===== src/histogram_accumulator_macros.svh =====
// Assertion macros shared by the histogram accumulator modules.
// Each macro expects a clock named clk and a synchronous reset named rst.
`ifndef HISTOGRAM_ACCUMULATOR_MACROS_SVH
`define HISTOGRAM_ACCUMULATOR_MACROS_SVH
`ifndef NO_ASSERTIONS
// Antecedent and consequent hold in the same cycle.
`define HACC_ASSERT_SAME(label, ante, cons, msg) \
  label: assert property (@(posedge clk) disable iff (rst) (ante) |-> (cons)) \
    else $error(msg);
// Consequent holds in the cycle after the antecedent.
`define HACC_ASSERT_NEXT(label, ante, cons, msg) \
  label: assert property (@(posedge clk) disable iff (rst) (ante) |=> (cons)) \
    else $error(msg);
`else
`define HACC_ASSERT_SAME(label, ante, cons, msg)
`define HACC_ASSERT_NEXT(label, ante, cons, msg)
`endif
`endif


===== src/hacc_pkg.sv =====
`default_nettype none

package hacc_pkg;

  // Operation codes of a request transaction.
  localparam logic OP_SAMPLE = 1'b0;
  localparam logic OP_CLEAR  = 1'b1;

  // Status codes of a result transaction.
  localparam logic [1:0] ST_COUNTED = 2'd0;
  localparam logic [1:0] ST_RANGE   = 2'd1;
  localparam logic [1:0] ST_CLEARED = 2'd2;

  // Request payload.
  typedef struct packed {
    logic        op;
    logic [15:0] sample_index;
  } hacc_in_t;

  // Result payload.
  typedef struct packed {
    logic [1:0]  status;
    logic [31:0] bin_value;
    logic [31:0] samples_total;
    logic [47:0] index_sum;
    logic [9:0]  highest_index;
    logic [31:0] peak_count;
  } hacc_out_t;

  // Commands from the controller to the datapath.
  typedef struct packed {
    logic capture;    // latch the index and read its bin
    logic update;     // write back the bin and update statistics
    logic oor;        // report an out-of-range sample
    logic clr_start;  // zero statistics and arm the bin sweep
    logic sweep;      // zero one bin
    logic clr_done;   // report a finished clear
  } hacc_cmd_t;

  // Status from the datapath to the controller.
  typedef struct packed {
    logic in_range;
    logic sweep_last;
  } hacc_stat_t;

endpackage

`default_nettype wire


===== src/hacc_ctrl.sv =====
`default_nettype none
`include "histogram_accumulator_macros.svh"

module hacc_ctrl (
  input  wire logic                 clk,
  input  wire logic                 rst,
  input  wire logic                 start,
  input  wire logic                 op,
  input  wire hacc_pkg::hacc_stat_t stat,
  output hacc_pkg::hacc_cmd_t       cmd,
  output logic                      busy,
  output logic                      done
);

  typedef enum logic [2:0] {
    S_IDLE   = 3'b001,
    S_SWEEP  = 3'b010,
    S_UPDATE = 3'b100
  } state_t;

  state_t state;
  state_t state_next;
  logic   report;
  logic   report_next;
  logic   accept;

  assign busy   = (state != S_IDLE);
  assign accept = start && !busy;

  // Next state and command decode.
  always_comb begin
    state_next  = state;
    report_next = report;
    cmd         = '0;
    unique case (state)
      S_IDLE: begin
        if (accept) begin
          priority if (op == hacc_pkg::OP_CLEAR) begin
            cmd.clr_start = 1'b1;
            report_next   = 1'b1;
            state_next    = S_SWEEP;
          end else if (stat.in_range) begin
            cmd.capture = 1'b1;
            state_next  = S_UPDATE;
          end else begin
            cmd.oor = 1'b1;
          end
        end
      end
      S_SWEEP: begin
        cmd.sweep = 1'b1;
        if (stat.sweep_last) begin
          cmd.clr_done = report;
          state_next   = S_IDLE;
        end
      end
      S_UPDATE: begin
        cmd.update = 1'b1;
        state_next = S_IDLE;
      end
      default: begin
        state_next = S_IDLE;
      end
    endcase
  end

  // State, sweep report flag and result strobe.
  always_ff @(posedge clk) begin
    if (rst) begin
      state  <= S_SWEEP;
      report <= 1'b0;
      done   <= 1'b0;
    end else begin
      state  <= state_next;
      report <= report_next;
      done   <= cmd.update || cmd.oor || cmd.clr_done;
    end
  end

  // The finished-clear report rides along with the last sweep command, so it is
  // left out of the one-command check (it is the lowest bit of the command).
  `HACC_ASSERT_SAME(a_done_idle, done, !busy, "result strobe while busy")
  `HACC_ASSERT_SAME(a_one_cmd, 1'b1, $onehot0(cmd[5:1]), "several commands at once")
  `HACC_ASSERT_NEXT(a_clear_busy, accept && op == hacc_pkg::OP_CLEAR, busy && !done, "clear not swept")

endmodule

`default_nettype wire


===== config.mk =====
export PLATFORM = sky130hd
export DESIGN_NAME = hacc_ctrl
export DESIGN_NICKNAME = d
export VERILOG_FILES = /design/src/hacc_pkg.sv /design/src/hacc_ctrl.sv
export VERILOG_INCLUDE_DIRS = /design/src /design/src/src
export SDC_FILE = /design/constraint.sdc
export NUM_CORES = 1
export LEC_CHECK = 0
export ABC_AREA = 1
export BUFFER_PORTS_ARGS = -buffer_cell sky130_fd_sc_hd__buf_2
export CAP_MARGIN = 15
export CORE_AREA = 2 2 39 41
export CTS_CLUSTER_DIAMETER = 150
export DETAILED_ROUTE_END_ITERATION = 10
export DIE_AREA = 0 0 41 43
export PLACE_DENSITY = 0.43
export SLEW_MARGIN = 10
export SYNTH_ARGS = -nofsm -noshare
export SYNTH_HDL_FRONTEND = slang
export SYNTH_SLANG_ARGS = --single-unit

===== constraint.sdc =====
create_clock -name clk -period 0.9 [get_ports clk]
set_input_delay 0.045 -clock clk [delete_from_list [all_inputs] [get_ports clk]]
set_output_delay 0.045 -clock clk [all_outputs]
set_load 0.05 [all_outputs]

Yosys cells after proc, flatten, opt, wreduce, memory -nomap -nowiden
Index checks and enable logic that the tools add are counted.
- register bits after elaboration: 5
- bits of input ports: 6
- output and inout bits: 8
- logic and storage cells: 33
- eq/ne operators: 7
- muxes and demuxes: 17
- reductions and logical operators: 6
- operators with widths (operator ; number):
    2-to-1 mux 3 bit ; 4
    2-to-1 mux 1 bit ; 9
    2-to-1 mux 2 bit ; 3
    one-hot mux 3 bit (2 select lines) ; 1
    AND reduction 3 bit ; 2
    inequality test 2 bit, second input constant ; 2
    equality test 3 x 1 -> 1 bit, second input constant ; 1
    equality test 3 x 2 -> 1 bit, second input constant ; 1
    equality test 3 bit, second input constant ; 1
    inequality test 3 x 1 -> 1 bit, second input constant ; 1
    inequality test 3 bit, second input constant ; 1
    logical OR 1 bit ; 2
    logical AND 1 bit ; 1
    logical NOT 1 bit ; 1

Logic depth before layout (Yosys ltp)
- depth in word-level cells: 7
- depth in mapped cells: 7

Least setup slack after synthesis
Ideal clock, no wire load.
- path type: register -> output
- start: register state[2]
- end: output cmd[5] in the netlist's numbering
- arrival: 1.703 ns
- required time: 0.855 ns
- path slack: -0.848 ns
- cell stages (with the launch flop): 4
- buffers on the path: 0
- cell sequence: dfxtp_1 inv_2 nand3_4 nor3_1
- RTL lines (what ; RTL line ; source):
    start: declaration ; hacc_ctrl.sv:21 ; state_t state;
    start signal: assignment ; hacc_ctrl.sv:74 ; state <= state_next;
    end: declaration ; hacc_ctrl.sv:10 ; output hacc_pkg::hacc_cmd_t cmd,

==> flow_summary.json <==
{
  "grt_setup_unrepaired": "true",
  "root_buffer_cell": "sky130_fd_sc_hd__clkbuf_4",
  "cts_tree": "built",
  "timing.critical_path.required_ps": 850,
  "reg2reg_slack_ps": -120,
  "syn_nets": 48,
  "first_pass_grt_wire_length_um": 1130,
  "die_height_um": 43,
  "routedWlPerCell_um": 8.65,
  "layout_worst_path_cycle_share_pct": 133,
  "worst_path_largest_cell_delay_ps": 300,
  "r2r.worst_path.cells": 6,
  "cts.sinks": 5,
  "synth.ff_latch_count": 5,
  "clock-skew-final_ps": 5.65,
  "synthesis.area_per_instance_um2": 6.97,
  "detailroute.via_count": 336,
  "critPathLaunchType": "flip-flop",
  "tightestPinTransition_ps": 247,
  "die-area_um2": 1760,
  "yosysWarningCount": 0,
  "crit_arrival_ps": 1160,
  "final_report_setup_violation_count": 9,
  "most-common-layout-cells": "sky130_fd_sc_hd__nand2_1 (8), sky130_fd_sc_hd__inv_1 (8), sky130_fd_sc_hd__buf_4 (7), sky130_fd_sc_hd__buf_2 (6), sky130_fd_sc_hd__buf_6 (6)",
  "synthCells": 42,
  "area_growth_pct": 78.6,
  "antenna_left": 0,
  "starting_density_of_the_core_pct": 21.2,
  "total_leakage_power_nw": 0.271,
  "final_cells": 82,
  "crit_chain": "inv_2 -> buf_4 -> nand3_4 -> nor3_4 -> buf_6",
  "placedCellCount": 77,
  "cts_hold_fix_bufs": 0,
  "achievable-frequency_ghz": 0.833,
  "ir_drop_v": 0.000463,
  "cp.buffers_inverters": 3,
  "share_of_layout_cells_above_drive_strength_1_pct": 54.5,
  "power_density_nw_per_um2": 1300,
  "clk_pin_slew_worst_paths_ps": 50,
  "reg2reg_to": "done$_SDFF_PP0_",
  "yosysUniqueCellTypes": 16,
  "row_cnt": 14,
  "hp-class": "in -> reg",
  "period_minus_slack_ps": 1200,
  "place_ws_ps": -158,
  "remaining_drc_errors": 0,
  "gp_congestion": 0.729,
  "worstSkewPairLatency_ps": 240,
  "multi_input_area_um2": 149,
  "path_delay_family": "buffers and inverters",
  "ioPinCount": 14,
  "buffer_ports.inserted": 13,
  "detailedRoute.firstIterationViolations": 16,
  "synth.yosys.seq_area_share_pct": 34.2,
  "grt_overflow": 0,
  "final_core_util_pct": 37.8,
  "finalHoldViolations": 0,
  "end_kind": "primary output",
  "vias_per_cell": 4.10,
  "grt_antenna_before_repair": 0,
  "timing.critical_path.slowest_stage_cell": "sky130_fd_sc_hd__dfxtp_1",
  "fin_nets": 73,
  "grt_max_degree": 6,
  "slew_headroom_pct": 83.6,
  "total_power_uw": 682,
  "final.setup.worst_slack_ps": -300,
  "n_fill_cell": 156,
  "outcome": "finished with violations",
  "hold_slack_ps": 25.6,
  "clk_path_buf_depth": 2,
  "synth.cell_area_um2": 293,
  "critical_hold_path_startpoint": "rst",
  "critPathMaxFanout": 4,
  "h-tree-depth": 1,
  "whs_endpoint": "report$_SDFFE_PP0P_",
  "min_delay_path_depth": 2,
  "grt_pass1_vias": 276,
  "maxSlewViolCount": 0,
  "critical_path_class": "reg -> out",
  "failed_checks": "setup timing",
  "fp.coreArea_um2": 1380,
  "num_cts_buffers": 3,
  "first_pass_iters": 4,
  "drt_wl_total_um": 709,
  "die-width_um": 41,
  "max_cap_viol_count": 0,
  "antennaDiodeCount": 0,
  "regToRegStartpoint": "state[2]$_SDFFE_PP0P_",
  "sequential_cell_area_um2": 105,
  "all_layer_gr_usage_pct": 10.2
}
cell usage after synthesis:
cell | n | area (um^2)
sky130_fd_sc_hd__inv_1 | 10 | 37.5
sky130_fd_sc_hd__nor3_1 | 1 | 5.00
sky130_fd_sc_hd__nor2_1 | 3 | 11.3
sky130_fd_sc_hd__nand2_1 | 8 | 30.0
sky130_fd_sc_hd__nand3_4 | 1 | 17.5
sky130_fd_sc_hd__nand3b_1 | 1 | 7.51
sky130_fd_sc_hd__nor2_2 | 2 | 12.5
sky130_fd_sc_hd__nand3_1 | 2 | 10.0
sky130_fd_sc_hd__a21oi_1 | 1 | 5.00
sky130_fd_sc_hd__nor3_4 | 1 | 16.3
sky130_fd_sc_hd__a31oi_1 | 1 | 6.26
sky130_fd_sc_hd__nand4_1 | 1 | 6.26
sky130_fd_sc_hd__nand3_2 | 1 | 10.0
sky130_fd_sc_hd__dfxtp_1 | 5 | 100
sky130_fd_sc_hd__inv_2 | 3 | 11.3
sky130_fd_sc_hd__nor4_1 | 1 | 6.26
worst max path at each step:
stage	from	end	slack, ps	depth (start not counted)
3_3_place_gp	state[1]$_SDFFE_PP1P_	cmd[2]	-150	6
4_1_cts	state[1]$_SDFFE_PP1P_	cmd[3]	-320	5
5_1_grt	state[2]$_SDFFE_PP0P_	cmd[0]	-360	4
6_report	state[1]$_SDFFE_PP1P_	cmd[3]	-300	5
3_5_place_dp	state[1]$_SDFFE_PP1P_	cmd[2]	-160	6
2_1_floorplan	state[2]$_SDFFE_PP0P_	cmd[5]	-400	3
sequential cells by signal, summed over array words and instances (netlist names):
| name | count |
|---|---|
| state | 3 |
| done | 1 |
| report | 1 |
metrics by stage:
| stage | instance area, um^2 | TNS (ps) |
|---|---|---|
| final | 523 | -1890 |
| after global routing | 523 | -2690 |
| after CTS | 520 | -2190 |
| after detailed placement | 439 | -854 |
| after global placement | 439 | -814 |
| after floorplan | 309 | -1060 |
cells by family (layout without fill, tap and decap cells):
kind of cell,Yosys count,count (layout),share of synthesized area [%]
buf+inv,13,37,16.7
simple gates,22,22,45.3
compound gates,2,2,3.85
flops,5,5,34.2
worst register-to-register path: cells and delay by family, from the launching register on:
kind          cells  cell delay (ps)
simple gates      5              460
flops             1              340
buf+inv           1              160
final cells by class:
cell class | instances | area share [%]
multi-input combinational | 24 | 28.5
timing repair buffer | 20 | 31.6
inverter | 13 | 11.0
sequential | 5 | 20.1
clock buffer | 4 | 5.02
tap | 16 | 3.83
where the power goes:
group / switching (mW) / internal, mW
combinational: 0.108 / 0.0739
sequential: 0.00831 / 0.233
clock: 0.0916 / 0.168
what timing repair did:
action	in CTS	in global routing
resized for setup	15	3
setup buffers	1	0
pin swaps	2	2
endpoints found under the setup margin	11	11
layer usage:
metal  vias to the layer above  GRT usage, %  share of wire [%]
li1                        179             -                  -
met1                       143          11.9                 44
met2                        14          13.8                 50
met3                         0          3.14                5.9
met4                         0          10.0                  0
met5                         -             0                  0
(Power assumes the default switching activity.)
